===== src/hdl/kfci_ram.sv =====
// Generic single-write, single-read RAM with registered read data.
module kfci_ram #(
  parameter int WIDTH = 64,
  parameter int DEPTH = 64
) (
  input  logic                     clk,
  input  logic                     we,
  input  logic [$clog2(DEPTH)-1:0] waddr,
  input  logic [WIDTH-1:0]         wdata,
  input  logic [$clog2(DEPTH)-1:0] raddr,
  output logic [WIDTH-1:0]         rdata
);

  logic [WIDTH-1:0] mem [DEPTH];

  always_ff @(posedge clk) begin
    if (we) begin
      mem[waddr] <= wdata;
    end
    rdata <= mem[raddr];
  end

endmodule


===== config.mk =====
export PLATFORM = sky130hd
export DESIGN_NAME = kfci_ram
export DESIGN_NICKNAME = d
export VERILOG_FILES = /design/src/hdl/kfci_ram.sv
export SDC_FILE = /design/constraint.sdc
export NUM_CORES = 2
export LEC_CHECK = 0
export BUFFER_PORTS_ARGS = -buffer_cell sky130_fd_sc_hd__buf_2
export CORE_MARGIN = 3
export CORE_UTILIZATION = 38
export DETAILED_ROUTE_END_ITERATION = 10
export MAX_ROUTING_LAYER = met4
export PLACE_DENSITY = 0.5
export SETUP_SLACK_MARGIN = 0.02
export SLEW_MARGIN = 10
export SYNTH_ARGS = -nofsm -noshare
export SYNTH_HDL_FRONTEND = slang
export SYNTH_SLANG_ARGS = --single-unit

===== constraint.sdc =====
create_clock -name clk -period 8.73 [get_ports clk]
set_clock_uncertainty 0.05 [all_clocks]
set_input_delay 1.746 -clock clk [delete_from_list [all_inputs] [get_ports clk]]
set_output_delay 1.746 -clock clk [all_outputs]
set_load 0.02 [all_outputs]

Word level (Yosys, flattened, before mapping). Memories as Yosys holds them, arrays and structs flattened. A register that Yosys moved wholly into a read port is not among the register bits. Index checks and enable logic that the tools add are counted.

Bits in writable memories: 4096. Output and inout port bits: 64. Input bits: 78. Memories kept: 1. Bits in registers: 0.

Memories: mem (depth 64, width 64, rd ports 1, clocked after memory_dff 1, write ports 1, RTL line 14) `logic [WIDTH-1:0] mem [DEPTH];`.

Muxes and demuxes: 2.

Operator list (count): 1-bit 2-to-1 mux (2).

Logic depth before layout (Yosys ltp).
Depth after elaboration: 2. Gate-level depth with buffers: 9. Mapped depth without buffers: 5.

Worst setup path before layout. OpenSTA, ideal clock, no wires.

Path type: input port to flip-flop. Start point: in waddr[3]. End point: mem mem[48][0], enable pin. Setup slack: 1.498 ns. Buffers on the path: 1. Stages on the path: 4. Required time: 8.116 ns. Arrival: 6.618 ns. Cells stage by stage: clkbuf_1 nor2b_1 nand4b_1 nor3_1.

RTL lines: from (decl) (RTL line 8) `input logic [$clog2(DEPTH)-1:0] waddr,`; to (decl) (RTL line 14).

Straight into the memory's write port.

Final worst setup path.
Start point: in waddr[5]. End point: mem mem[58][57], enable pin.

Straight into the memory's write port.

==> results.cfg <==
[status]
status = complete, no violations

[synthesis]
avgSynthCellArea_sq_um = 23.7
synth_area_leader_cell = edfxtp_1
yosys_warnings = 0
syn-num-nets = 6676
async_reset_ff_share_pct = 0
yosysTopAreaCellShare_pct = 78.7
netlist-cell-type-count = 33
syn_area_sq_um = 156000
synth-main-ff-cell = edfxtp_1
syn_inst = 6598
synthTopCellsByArea = edfxtp_1 (79%), mux4_2 (15%), mux2i_1 (0.86%)
ys_seq_area_share_pct = 79.5
synth-seq-cells = 4160
synth-edff-count = 4096

[pwr]
p_per_area_nw_per_um2 = 238
switchingPower_uw = 9040
peakVddDrop_uv = 184
p_int_uw = 33600
p_comb_share_pct = 4.5
seq_power_share_pct = 52.2
swShare_pct = 21.2
power.total_uw = 42700
power.leakage_uw = 0.0555
clkPwrFrac_pct = 43.3

[worst_setup_path]
startpoint_type = input pin
path_max_fanout = 29
cp.required_ns = 9.25
end_kind = flop
cp.arrival_ns = 4.79
criticalPathCategory = in2reg

[final_layout]
final_layout_size_suffix_gt1_share_pct = 28.8
regArea_sq_um = 124000
final_nets = 7127
final_cells = 12900
multi_input_area_sq_um = 30800
area_delta_synth_final_pct = 14.6
fillers = 34300

[sta]
fin_setup_tns_ns = 0
slew_headroom_pct = 15.6
fin_crit_ns = 4.27
finalHoldViolCount = 0
rsz0062_at_grt = no
setup_violations = 0
slew_violations = 0
fin_crit_sh_pct = 48.9
tightestPinTransition_ns = 1.27
timing.fmax_mhz = 234

[grt]
antenna_found_initial = 41
grt_use_met3_pct = 2.42
grt_remaining_overflow = 0
grt_pass1_wl_mm = 647
track_usage_pct = 23.0
grt_max_degree = 116
grt-busiest-layer = met2
grt_pass1_vias = 76600
use_met1_pct = 31.3
met2_usage_pct = 37.3

[clock_tree]
cts_resized = 0
cts_tree = yes
post-cts-setup-buffer-count = 0
clock-sinks = 4160
clk_pin_slew_ns = 0.06
cts_hold_buf = 0
cts_root_buffer = clkbuf_16
clock_latency_ns = 0.96
clock_path_buffers = 4
cts_inserted_buffers = 440
htreeDepth = 5

[die]
initial_core_util_pct = 38.3
fp.dieH_um = 647
die_x_um = 647
io_pins = 142
core_sq_um = 408000
row_count = 234
dieArea_sq_um = 419000

[drt]
drc = 0
via_count = 75100
first_iter_violations = 8818
drt-vias-per-instance = 5.83
drt-total-wl_mm = 470
avgRoutedWirePerCell_um = 36.5
drt-pass1-iter-count = 7
antenna_left = 0

[place]
dp.cells = 12000
port_buffers = 141
dp_hpwl_mm = 253
gp_congestion = 0.769

[hold_path]
min_path_type = reg2reg

[job]
cap_violations = 0
==> per-stage QoR <==
stage | utilization (%) | hold WS, ns | setup WS, ns | area (sq um)
4_1_cts | 43.9 | 0.780 | 4.49 | 179000
6_report | 43.9 | 0.778 | 4.46 | 179000
3_3_place_gp | 40.4 | 0.766 | 3.44 | 165000
2_1_floorplan | - | 0.738 | 1.50 | 156000
3_5_place_dp | 40.4 | 0.766 | 3.47 | 165000
5_1_grt | 43.9 | 0.823 | 4.34 | 179000
==> sequential cells by signal, indices dropped and copies added, names as in the netlist <==
name,flops
mem,4096
rdata,64
==> layout by cell type, fill, tap and decap left out, types with 54 or more instances in the layout <==
master,netlist,routed
edfxtp_1,4096,4096
mux4_2,1024,1024
clkbuf_16,0,447
buf_4,34,208
a22oi_1,168,168
buf_2,170,138
mux2i_1,135,135
clkbuf_1,140,129
a22o_1,88,88
o22ai_1,83,83
clkinv_2,0,82
nor2_4,0,65
and3_1,64,64
dfxtp_1,64,64
a211oi_1,63,63
clkinv_1,0,60
nand2_1,58,54
==> synth_stat cells, drive strengths merged, types with 26 or more instances <==
library cell	count
o22ai	83
mux4	1024
dfxtp	64
and3	64
a22o	88
or3	29
nand3	45
a41oi	26
o221ai	38
buf	230
nor2	112
a211oi	63
nand2	58
edfxtp	4096
or2	28
mux2i	135
clkbuf	140
a22oi	168
nor2b	28
==> cell type report <==
cell class	instances	area share (%)
Antenna cell	21	0.0293
Clock buffer	611	6.78
Clock inverter	205	1.19
Inverter	19	0.0398
Multi-Input combinational cell	2049	17.2
Sequential cell	4160	69.4
Tap cell	5428	3.79
Timing Repair Buffer	379	1.62
==> power groups by stage <==
stage	Combinational, uW	Clock [uW]	Sequential, uW
final	1930	18500	22200
after global routing	2050	19700	22300
after CTS	1970	18800	22300
after detailed placement	1970	0	22700
after global placement	1940	0	22700
after floorplan	1030	0	22600
==> critical path: stages <==
cell and delay (ns):
buf_2 0.19, nand3_1 0.73, nor2_4 1.17, buf_4 0.76
==> worst paths after layout <==
kind                                              end  slack [ns]             startpoint  depth (start not counted)
worst min-delay path                rdata[18]$_DFF_P_        0.78  mem[46][18]$_DFFE_PP_                          4
worst min register to register      rdata[18]$_DFF_P_        0.78  mem[46][18]$_DFFE_PP_                          4
worst max-delay path            mem[58][57]$_DFFE_PP_        4.46               waddr[5]                          4
worst max register to register      rdata[14]$_DFF_P_        6.49  mem[12][14]$_DFFE_PP_                          5
==> metal layers <==
| layer | vias up | part of all wire, % |
|---|---|---|
| met3 | 618 | 5.3 |
| met1 | 42200 | 42 |
| met2 | 2726 | 50 |
| met4 | 0 | 2.6 |
| li1 | 29500 | - |
| met5 | - | 0 |
==> logic make-up after synthesis <==
logic type | Yosys count | share of synthesized area [%]
AOI/OAI and AO/OA | 504 | 2.48
muxes | 1159 | 15.6
buffers and inverters | 389 | 1.18
DFF | 4160 | 79.5
and+or+nand+nor | 386 | 1.24
No activity file was read; power rests on OpenSTA's default activity.
