===== src/hdl/kfci_pkg.sv =====
// Shared types, constants and helpers for the keyframe curve interpolator.
package kfci_pkg;

  localparam int WT_W  = 16;              // weight bits (Q0.16)
  localparam int NUM_W = 33;              // time difference bits
  localparam int HW    = 40;              // polynomial accumulator bits
  localparam int PW    = HW + WT_W + 1;   // product bits

  localparam logic CMD_INSERT = 1'b0;
  localparam logic CMD_SAMPLE = 1'b1;

  typedef enum logic [3:0] {
    ST_IDLE,
    ST_INS_RD,
    ST_INS_CHK,
    ST_INS_PUT,
    ST_EV_RD,
    ST_EV_CHK,
    ST_EV_P3,
    ST_DIV_GO,
    ST_DIV_WAIT,
    ST_PREP,
    ST_MUL,
    ST_ADD,
    ST_DONE
  } kfci_state_t;

  function automatic logic signed [31:0] sat32(input logic signed [PW-1:0] x);
    logic signed [PW-1:0] hi_lim;
    logic signed [PW-1:0] lo_lim;
    hi_lim = PW'(32'sh7fff_ffff);
    lo_lim = -PW'(32'sh7fff_ffff) - PW'(1);
    if (x > hi_lim) begin
      return 32'sh7fff_ffff;
    end else if (x < lo_lim) begin
      return 32'sh8000_0000;
    end
    return x[31:0];
  endfunction

endpackage


===== src/hdl/kfci_div.sv =====
// Restoring divider for the interpolation weight, one quotient bit per cycle.
module kfci_div (
  input  logic                       clk,
  input  logic                       rst,
  input  logic                       start,
  input  logic [kfci_pkg::NUM_W-1:0] num,
  input  logic [kfci_pkg::NUM_W-1:0] den,
  output logic                       done,
  output logic [kfci_pkg::WT_W-1:0]  quot
);
  import kfci_pkg::*;

  localparam int CNT_W = $clog2(WT_W + 1);

  logic             busy;
  logic [CNT_W-1:0] cnt;
  logic [NUM_W:0]   rem;
  logic [NUM_W-1:0] dsr;
  logic [NUM_W:0]   rem_sh;
  logic             fits;

  // num < den always, so the shifted remainder stays below twice the divisor
  assign rem_sh = {rem[NUM_W-1:0], 1'b0};
  assign fits   = rem_sh >= {1'b0, dsr};

  always_ff @(posedge clk) begin
    if (rst) begin
      busy <= 1'b0;
      done <= 1'b0;
    end else begin
      done <= 1'b0;
      if (start) begin
        busy <= 1'b1;
      end else if (busy && cnt == CNT_W'(WT_W - 1)) begin
        busy <= 1'b0;
        done <= 1'b1;
      end
    end
  end

  always_ff @(posedge clk) begin
    if (start) begin
      rem  <= {1'b0, num};
      dsr  <= den;
      cnt  <= '0;
      quot <= '0;
    end else if (busy) begin
      rem  <= fits ? rem_sh - {1'b0, dsr} : rem_sh;
      quot <= {quot[WT_W-2:0], fits};
      cnt  <= cnt + CNT_W'(1);
    end
  end

endmodule


===== config.mk =====
export PLATFORM = sky130hd
export DESIGN_NAME = kfci_div
export DESIGN_NICKNAME = d
export VERILOG_FILES = /design/src/hdl/kfci_pkg.sv /design/src/hdl/kfci_div.sv
export SDC_FILE = /design/constraint.sdc
export NUM_CORES = 1
export LEC_CHECK = 0
export BUFFER_PORTS_ARGS = -buffer_cell sky130_fd_sc_hd__buf_2
export CORE_UTILIZATION = 58
export DETAILED_ROUTE_END_ITERATION = 10
export HOLD_SLACK_MARGIN = 0.06
export PLACE_DENSITY = 0.81
export SETUP_SLACK_MARGIN = 0.02
export SLEW_MARGIN = 20
export SYNTH_ARGS = -nofsm -noshare
export SYNTH_HDL_FRONTEND = slang
export SYNTH_SLANG_ARGS = --single-unit

===== constraint.sdc =====
create_clock -name clk -period 4 [get_ports clk]
set_input_delay 0.2 -clock clk [delete_from_list [all_inputs] [get_ports clk]]
set_output_delay 0.2 -clock clk [all_outputs]
set_load 0.02 [all_outputs]

Word-level counts from Yosys, hierarchy flattened

Cells that the tools add are included.

Register bits after elaboration: 89
Bits of input ports: 69
Word-level logic and storage cells: 20

$add $sub $neg: 2
Magnitude comparators: 1
Equality and inequality tests: 1
Muxes and demuxes: 6
Reduce and logical (&&, ||, !) cells: 4

Operator list:

| kind                                                                   | count |
|---|---|
| 33-bit 2-to-1 mux                                                      | 3 |
| 34-bit by 33-bit greater-or-equal comparator with 1-bit output         | 1 |
| 33-bit subtractor                                                      | 1 |
| 5-bit by 1-bit adder with 5-bit output (second input constant)         | 1 |
| 5-bit by 4-bit equality test with 1-bit output (second input constant) | 1 |
| 2-bit nonzero test                                                     | 2 |
| 1-bit 2-to-1 mux                                                       | 3 |
| 2-bit OR reduction                                                     | 1 |
| 1-bit logical AND                                                      | 1 |

Depth between registers and ports, before layout

Gate-level depths: netlist of run 1.

Depth after elaboration: 4
Mapped depth: 14
Gate-level depth less buffers: 11

Worst setup path before layout of run 1

OpenSTA, ideal clock, no wires.

Path kind: register to register
From: register rem[18]
To: register rem[30], data pin
Arrival: 2593 ps
Data required time: 3739 ps
Path slack: 1146 ps
Stages on the path, launching flop included: 10
Buffers on the path: 0
Period minus slack after synthesis: 2854 ps
Path through: edfxtp_1 -> ha_1 -> and4_1 -> and3_1 -> a22oi_1 -> o211a_1 -> o211ai_2 -> a221oi_1 -> mux2_1 -> a221o_1

Word-level cells in the longest chain between the ends: 4
Elaborated cells on any way between the ends: 5
Classes of those cells: add/sub: 1; order compare: 1; mux: 3

RTL lines:

| item                                                                                                       | RTL line                       | source |
|---|---|---|
| from (decl)                                                                                                | kfci_div.sv:17                 | `logic [NUM_W:0] rem;` |
| from (signal assigned)                                                                                     | kfci_div.sv:43                 | `rem <= {1'b0, num};` |
| from (signal assigned)                                                                                     | kfci_div.sv:48                 | `rem <= fits ? rem_sh - {1'b0, dsr} : rem_sh;` |
| 33-bit subtractor / 34-bit by 33-bit greater-or-equal comparator with 1-bit output (equally long branches) | kfci_div.sv:48, kfci_div.sv:24 |  |
| 33-bit 2-to-1 mux *                                                                                        | kfci_div.sv:48                 |  |
| 33-bit 2-to-1 mux *                                                                                        | kfci_div.sv:47                 | `end else if (busy) begin` |
| 33-bit 2-to-1 mux *                                                                                        | kfci_div.sv:42                 | `if (start) begin` |

Every way passes the cells marked *; elsewhere a longest branch is shown, timed or not. The select of a mux whose other input is x is not followed.
A chain may end at the register's enable or synchronous reset.

Worst setup path in the final report of run 1

From: register rem[1]
To: register rem[14], data pin

Same word-level chain as after synthesis.

==> results of run 1 <==
## worst max-delay path, delay by kind of cell, from the launching register on
kind | cells | cell delay, ns
adder cells (fa/ha/maj) | 1 | 0.36
flip-flops | 1 | 0.42
AND/OR/NAND/NOR | 2 | 0.27
AO/OA/AOI/OAI | 6 | 2.08
## metrics by stage
stage / hold WS, ns / setup slack, ns
floorplan: 0.269 / 1.15
global placement: 0.371 / 0.851
detailed placement: 0.378 / 0.789
CTS: 0.0786 / 0.753
global route: 0.0769 / 0.535
finish: 0.0909 / 0.659
## metal layers
layer,up-vias,track usage (%),wire (um)
met5,-,0,0
met2,141,49.6,6730
met1,2184,33.2,5660
met3,21,5.48,665
met4,0,9.48,195
li1,2344,-,-
## state kept, by name (all words and copies together) (netlist names)
register  cells
cnt           5
busy          1
done          1
quot         16
rem          33
dsr          33
## cell usage in the layout, fill, tap and decap left out, drive strengths merged, types with 15 or more instances in the layout
cell	instances
buf	90
dlygate4sd3	34
ha	35
nand2	51
inv	52
o21ai	24
dfxtp	23
nor2	61
o211ai	15
edfxtp	66
mux2i	18
a21o	15
a21oi	39
## Yosys cell counts (3+ instances only)
cell                        n
sky130_fd_sc_hd__nand4_1    6
sky130_fd_sc_hd__ha_1      35
sky130_fd_sc_hd__nor3b_1    5
sky130_fd_sc_hd__nor3_1    11
sky130_fd_sc_hd__and2_1     3
sky130_fd_sc_hd__a211oi_1  11
sky130_fd_sc_hd__o21bai_1   4
sky130_fd_sc_hd__edfxtp_1  66
sky130_fd_sc_hd__a21o_1    15
sky130_fd_sc_hd__o221ai_1   3
sky130_fd_sc_hd__nand3_1    5
sky130_fd_sc_hd__o21a_1    13
sky130_fd_sc_hd__a21oi_1   38
sky130_fd_sc_hd__a41oi_1    3
sky130_fd_sc_hd__mux2i_1   18
sky130_fd_sc_hd__xor2_1    10
sky130_fd_sc_hd__a31oi_1    4
sky130_fd_sc_hd__buf_6      4
sky130_fd_sc_hd__xnor2_1   13
sky130_fd_sc_hd__a221o_1    6
sky130_fd_sc_hd__nor2b_1    5
sky130_fd_sc_hd__buf_1      4
sky130_fd_sc_hd__or2_2      3
sky130_fd_sc_hd__buf_4      3
sky130_fd_sc_hd__dfxtp_1   23
sky130_fd_sc_hd__nand2b_1   7
sky130_fd_sc_hd__nor2_1    61
sky130_fd_sc_hd__inv_1     46
sky130_fd_sc_hd__clkbuf_1   9
sky130_fd_sc_hd__o21ai_0   23
sky130_fd_sc_hd__and3_1     8
sky130_fd_sc_hd__nand2_1   51
sky130_fd_sc_hd__buf_2      7
sky130_fd_sc_hd__mux2_2     6
sky130_fd_sc_hd__o211ai_1  14
## power by group through the flow
stage                     clock network [uW]  logic (uW)  registers [uW]
after floorplan                            0        1260            1230
after global placement                     0        1540            1240
after detailed placement                   0        1570            1260
after CTS                                700        1610            1240
final                                    684        1630            1240
after global routing                     732        1790            1250
## kinds of logic after synthesis
kind of cell	share of synthesized area, %
simple gates	14.9
compound gates	19.6
flops	43.3
buf+inv	5.92
fa+ha+maj	8.11
mux	4.59
xor+xnor	3.57
## how the worst max path moves through the flow
stage	cells after the start	to	startpoint	slack, ns
after floorplan	9	rem[30]$_DFFE_PP_	rem[18]$_DFFE_PP_	1.15
after global placement	9	rem[14]$_DFFE_PP_	rem[1]$_DFFE_PP_	0.85
after detailed placement	9	rem[14]$_DFFE_PP_	rem[1]$_DFFE_PP_	0.79
after CTS	9	rem[14]$_DFFE_PP_	rem[1]$_DFFE_PP_	0.75
after global routing	9	rem[14]$_DFFE_PP_	rem[1]$_DFFE_PP_	0.53
final	9	rem[14]$_DFFE_PP_	rem[1]$_DFFE_PP_	0.66
## repair_timing
item / CTS / global route
setup buffers: 0 / 0
hold buffers: 34 / 0
hold endpoints to repair: 35 / 0
## area by class of cell
| type | count | area share (%) |
|---|---|---|
| Clock buffer | 9 | 1.85 |
| Tap cell | 129 | 2.41 |
| Sequential cell | 89 | 36.5 |
| Multi-Input combinational cell | 420 | 43.1 |
| Inverter | 46 | 2.58 |
| Timing Repair Buffer | 124 | 12.2 |
| Clock inverter | 7 | 1.38 |
==> impl_metrics.env, run 1 <==
export IMPL_run_status="completed"
export IMPL_grt_first_pass_wirelength_um=21900
export IMPL_remaining_drc_errors=0
export IMPL_io_pin_count=86
export IMPL_numCtsBuffers=9
export IMPL_initial_core_util_pct=60.5
export IMPL_netlist_cell_type_count=67
export IMPL_wirelength_um=13300
export IMPL_multi_input_area_um2=2880
export IMPL_grt_start_max_net_pins=65
export IMPL_synth_area_leaders="sky130_fd_sc_hd__edfxtp_1 (35%), sky130_fd_sc_hd__dfxtp_1 (8.2%), sky130_fd_sc_hd__ha_1 (7.8%)"
export IMPL_hold_violations=0
export IMPL_tritoncts_num_sinks=89
export IMPL_n_fill_cell=714
export IMPL_vdd_ir_drop_max_mv=0.321
export IMPL_die_area_um2=10100
export IMPL_diodes=0
export IMPL_r2r_slack_ns=0.66
export IMPL_final_util_pct=71.8
export IMPL_switching_share_pct=39.1
export IMPL_final_global_route_overflow_total=0
export IMPL_areaGrowthSynthToFinish_pct=18.5
export IMPL_cts_htree_levels=3
export IMPL_final_cells=824
export IMPL_drt_wirelength_per_cell_um=16.1
export IMPL_achievable_frequency_mhz=299
export IMPL_die_width_um=101
export IMPL_grt_use_total_pct=27.7
export IMPL_clock_tree_root_cell="sky130_fd_sc_hd__clkbuf_8"
export IMPL_drtPass1Iterations=5
export IMPL_period_needed_ns=3.34
export IMPL_layout_area_seq_um2=2440
export IMPL_yosysSeqAreaShare_pct=43.3
export IMPL_synthFlopType="sky130_fd_sc_hd__edfxtp_1"
export IMPL_num_vias=4690
export IMPL_leakagePower_uw=0.00291
export IMPL_ant_nets=0
export IMPL_detailedPlacementHpwl_um=9110
export IMPL_min_delay_worst_endpoint="rem[23]$_DFFE_PP_"
export IMPL_hp_class="in -> reg"
export IMPL_power_frac_seq_pct=34.8
export IMPL_synthesis_nets=689
export IMPL_count_of_final_max_slew_check_failures=0
export IMPL_total_switching_power_uw=1390
export IMPL_postSynth_asyncResetShare_pct=0
export IMPL_p_comb_share_pct=45.9
export IMPL_synth_edf_count=66
export IMPL_path_class="reg -> reg"
export IMPL_avgSynthCellArea_um2=9.67
export IMPL_design_area_um2=6690
export IMPL_netlist_instances=584
export IMPL_final_layout_setup_total_negative_slack_ns=0
export IMPL_clk_pin_slew_ns=0.10
export IMPL_placedCellCount=774
export IMPL_ys_warn_count=0
export IMPL_fin_nets=795
export IMPL_worst_r2r_dst="rem[14]$_DFFE_PP_"
export IMPL_die_height_um=101
export IMPL_rsz_0062_raised_after_global_routing="false"
export IMPL_critical_path_peak_fanout=4
export IMPL_power_total_uw=3550
export IMPL_drt_iter0_drc=225
export IMPL_internal_power_uw=2160
export IMPL_clk_latency_ns=0.37
export IMPL_numPortBuffers=85
export IMPL_via_per_instance_ratio=5.69
export IMPL_antenna_found_initial=0
export IMPL_power_frac_clock_pct=19.3
export IMPL_largest_incremental_delay_on_the_critical_path_ns=0.55
export IMPL_detailed_place_area_um2=6140
export IMPL_cts_buffer_depth=2
export IMPL_r2r_start="rem[1]$_DFFE_PP_"
export IMPL_number_of_global_route_vias_before_repair=4714
export IMPL_yosys_area_top_type_share_pct=35.1
export IMPL_worst_setup_path_start_kind="flop"
export IMPL_critical_path_cell_chain="ha_1 > nor2b_1 > o31ai_1 > a211oi_1 > o41ai_1 > o21ai_0 > a21boi_0 > nor4b_1 > a211oi_1"
export IMPL_finalCritPeriodShare_pct=83.5
export IMPL_ratio_of_cells_with_drive_above_1_in_the_final_layout_pct=17.7
export IMPL_critical_path_slowest_cell="sky130_fd_sc_hd__o41ai_1"
export IMPL_ys_ff_latch=89
export IMPL_worstRegToRegCells=9
export IMPL_cpMostUsedCell="sky130_fd_sc_hd__a211oi_1"
export IMPL_routabilityCongestion=0.933
export IMPL_tritoncts_clock_tree="yes"
export IMPL_timing_worst_slew_pin_value_ns=0.885
export IMPL_core_rowCount=35
export IMPL_cp_required_ns=4.16
export IMPL_power_density_nw_per_um2=531
export IMPL_maxSlewHeadroom_pct=41.0
export IMPL_timing_hold_worst_path_depth=2
export IMPL_cp_data_arrival_time_ns=3.51
export IMPL_maxCapViolations=0
export IMPL_setup_violations=0
export IMPL_post_synth_instance_area_um2=5650
export IMPL_timing_critical_path_to_type="flop"
export IMPL_cts_resizes=0
export IMPL_fin_worst_skew_ns=0.0130
export IMPL_min_delay_start="num[23]"
export IMPL_core_um2=9330
export IMPL_synth_largest_area_cell="sky130_fd_sc_hd__edfxtp_1"
Note: power is estimated with default switching activity, not from simulation.
==> run 2, diff against run 1 <==
==> constraint.sdc (replaced) <==
create_clock -name clk -period 3.45 [get_ports clk]
set_input_delay 0.1725 -clock clk [delete_from_list [all_inputs] [get_ports clk]]
set_output_delay 0.1725 -clock clk [all_outputs]
set_load 0.02 [all_outputs]
==> run 2 against run 1 <==
Net effect:
- first-iteration DRC count rose by 0.44%
- cell area rose by 1.0%
- maximum frequency rose by 5.4%
- core utilization rose by 0.74 points
- non-clock buffer count rose by 9
- critical endpoint is now rem[31]$_DFFE_PP_
- largest power group unchanged
- highest routed layer unchanged
==> impl_metrics.env, run 2 (synthesis results as in run 1) <==
export IMPL_path_class="reg -> reg"
export IMPL_critical_path_peak_fanout=33
export IMPL_initial_core_util_pct=60.5
export IMPL_clock_tree_root_cell="sky130_fd_sc_hd__clkbuf_8"
export IMPL_critical_path_cell_chain="inv_1 > fa_1 > nor2b_1 > o31ai_1 > a21o_1 > o211ai_1 > a41oi_4 > buf_12 > or4b_1 > o21a_1 > o221ai_1"
export IMPL_remaining_drc_errors=0
export IMPL_timing_worst_slew_pin_value_ns=0.889
export IMPL_final_common_cell="sky130_fd_sc_hd__buf_2"
export IMPL_worst_setup_path_start_kind="flop"
export IMPL_timing_critical_path_to_type="flop"
export IMPL_final_layout_setup_total_negative_slack_ns=0
export IMPL_grt_use_total_pct=28.4
export IMPL_clk_pin_slew_ns=0.10
export IMPL_reg_top3="dsr (33), rem (33), quot (16)"
export IMPL_areaGrowthSynthToFinish_pct=19.7
export IMPL_drtPass1Iterations=5
export IMPL_kind_of_cell_with_the_highest_combined_delay_on_the_critical_path="compound AO/OA/AOI/OAI gates"
export IMPL_cts_resizes=0
export IMPL_rsz_0062_raised_after_global_routing="false"
export IMPL_final_global_route_overflow_total=0
export IMPL_core_um2=9330
export IMPL_clk_latency_ns=0.38
export IMPL_multi_input_area_um2=2880
export IMPL_period_needed_ns=3.17
export IMPL_maxCapViolations=0
export IMPL_io_pin_count=86
export IMPL_numCtsBuffers=9
export IMPL_drt_iter0_drc=226
export IMPL_drt_wirelength_per_cell_um=16.3
export IMPL_wirelength_um=13600
export IMPL_largest_incremental_delay_on_the_critical_path_ns=0.49
export IMPL_leakagePower_uw=0.00294
export IMPL_layout_area_seq_um2=2440
export IMPL_cts_buffer_depth=2
export IMPL_die_width_um=101
export IMPL_count_of_final_max_slew_check_failures=0
export IMPL_die_area_um2=10100
export IMPL_cp_data_arrival_time_ns=3.39
export IMPL_cts_htree_levels=3
export IMPL_detailedPlacementHpwl_um=9470
export IMPL_grt_start_max_net_pins=38
export IMPL_vdd_ir_drop_max_mv=0.410
export IMPL_ratio_of_cells_with_drive_above_1_in_the_final_layout_pct=18.2
export IMPL_ant_nets=0
export IMPL_setup_violations=0
export IMPL_tritoncts_clock_tree="yes"
export IMPL_core_rowCount=35
export IMPL_number_of_global_route_vias_before_repair=4895
export IMPL_n_fill_cell=700
export IMPL_cts_setup_buffers=0
export IMPL_diodes=0
export IMPL_routabilityCongestion=0.940
export IMPL_run_status="completed"
export IMPL_layout_common_cells="sky130_fd_sc_hd__buf_2 (84), sky130_fd_sc_hd__edfxtp_1 (66), sky130_fd_sc_hd__nor2_1 (61), sky130_fd_sc_hd__nand2_1 (51), sky130_fd_sc_hd__inv_1 (46)"
export IMPL_hp_class="in -> reg"
export IMPL_hold_violations=0
export IMPL_numPortBuffers=85
export IMPL_maxSlewHeadroom_pct=40.7
export IMPL_via_per_instance_ratio=5.79
export IMPL_antenna_found_initial=0
export IMPL_fin_worst_skew_ns=0.0198
export IMPL_power_density_nw_per_um2=605
export IMPL_die_height_um=101
export IMPL_finalCritPeriodShare_pct=91.9
export IMPL_grt_first_pass_wirelength_um=22300
export IMPL_critical_path_slowest_cell="sky130_fd_sc_hd__or4b_1"
export IMPL_place_worst_setup_slack_ns=0.310
export IMPL_fin_nets=804
export IMPL_final_setup_worst_slack_ns=0.279
export IMPL_cp_buffers_inverters=2
export IMPL_num_vias=4821
export IMPL_cp_required_ns=3.67
export IMPL_tritoncts_num_sinks=89
export IMPL_achievable_frequency_mhz=315
## run 2: cell types whose count changed in the layout (fill, tap and decap cells not counted)
| cell | previous run | this run |
|---|---|---|
| sky130_fd_sc_hd__buf_4 | 5 | 10 |
| sky130_fd_sc_hd__dlygate4sd3_1 | 34 | 38 |
| sky130_fd_sc_hd__clkinv_4 | 0 | 2 |
| sky130_fd_sc_hd__clkinv_8 | 0 | 2 |
| sky130_fd_sc_hd__inv_8 | 5 | 3 |
| sky130_fd_sc_hd__bufinv_16 | 1 | 0 |
| sky130_fd_sc_hd__inv_4 | 1 | 0 |
## run 2: repair_timing
action | in CTS | in global routing
hold buffers | 37 | 1
endpoints found under the hold margin | 38 | 1
setup endpoints to repair | 0 | 0
## run 2: cell type report
| cell class | count | share of cell area (%) |
|---|---|---|
| flip-flops and latches | 89 | 36.1 |
| well taps | 129 | 2.39 |
| clock buffers | 9 | 1.83 |
| inverters | 46 | 2.55 |
| repair buffers | 133 | 13.2 |
| clock inverters | 7 | 1.24 |
| multi-input cells | 420 | 42.6 |
## run 2: where the power goes
part | leakage, uW | switching [uW] | total, uW | internal (uW)
combinational | 0.00200 | 1100 | 1910 | 817
clock | 0.000105 | 453 | 744 | 291
sequential | 0.000839 | 83.9 | 1430 | 1350
## run 2: metal layers
layer | GRT usage, % | wire length [um] | share of wire (%) | vias up
met5 | 0 | 0 | 0 | -
met4 | 12.5 | 349 | 2.6 | 0
met1 | 33.3 | 5840 | 43 | 2260
met2 | 49.7 | 6660 | 49 | 167
li1 | - | - | - | 2360
met3 | 6.38 | 745 | 5.5 | 34
## run 2: worst reg2reg max path, stage by stage (launching register included)
cell and delay (ns):
sky130_fd_sc_hd__edfxtp_1 0.39, sky130_fd_sc_hd__inv_1 0.07, sky130_fd_sc_hd__fa_1 0.45, sky130_fd_sc_hd__nor2b_1 0.23, sky130_fd_sc_hd__o31ai_1 0.15, sky130_fd_sc_hd__a21o_1 0.22, sky130_fd_sc_hd__o211ai_1 0.27, sky130_fd_sc_hd__a41oi_4 0.18
sky130_fd_sc_hd__buf_12 0.20, sky130_fd_sc_hd__or4b_1 0.50, sky130_fd_sc_hd__o21a_1 0.19, sky130_fd_sc_hd__o221ai_1 0.15
## run 2: stage by stage
stage	power [uW]	cells	hold slack [ns]	cell area [um^2]	utilization [%]
final	4090	833	0.0672	6760	72.5
after global placement	3240	779	0.344	6170	66.2
after floorplan	2900	584	0.242	5650	-
after detailed placement	3300	779	0.351	6170	66.2
after global routing	4360	833	0.0611	6760	72.5
after CTS	4070	832	0.0613	6750	72.4
## run 2: worst paths after layout
path                                             from                    end  slack (ns)  cells past startpoint
worst max-delay path                 rem[0]$_DFFE_PP_      rem[31]$_DFFE_PP_        0.28                     11
worst min-delay path                          num[19]      rem[19]$_DFFE_PP_        0.07                      2
worst max register to register       rem[0]$_DFFE_PP_      rem[31]$_DFFE_PP_        0.28                     11
worst min register to register  quot[15]$_SDFFE_PP0P_  quot[15]$_SDFFE_PP0P_        0.51                      2
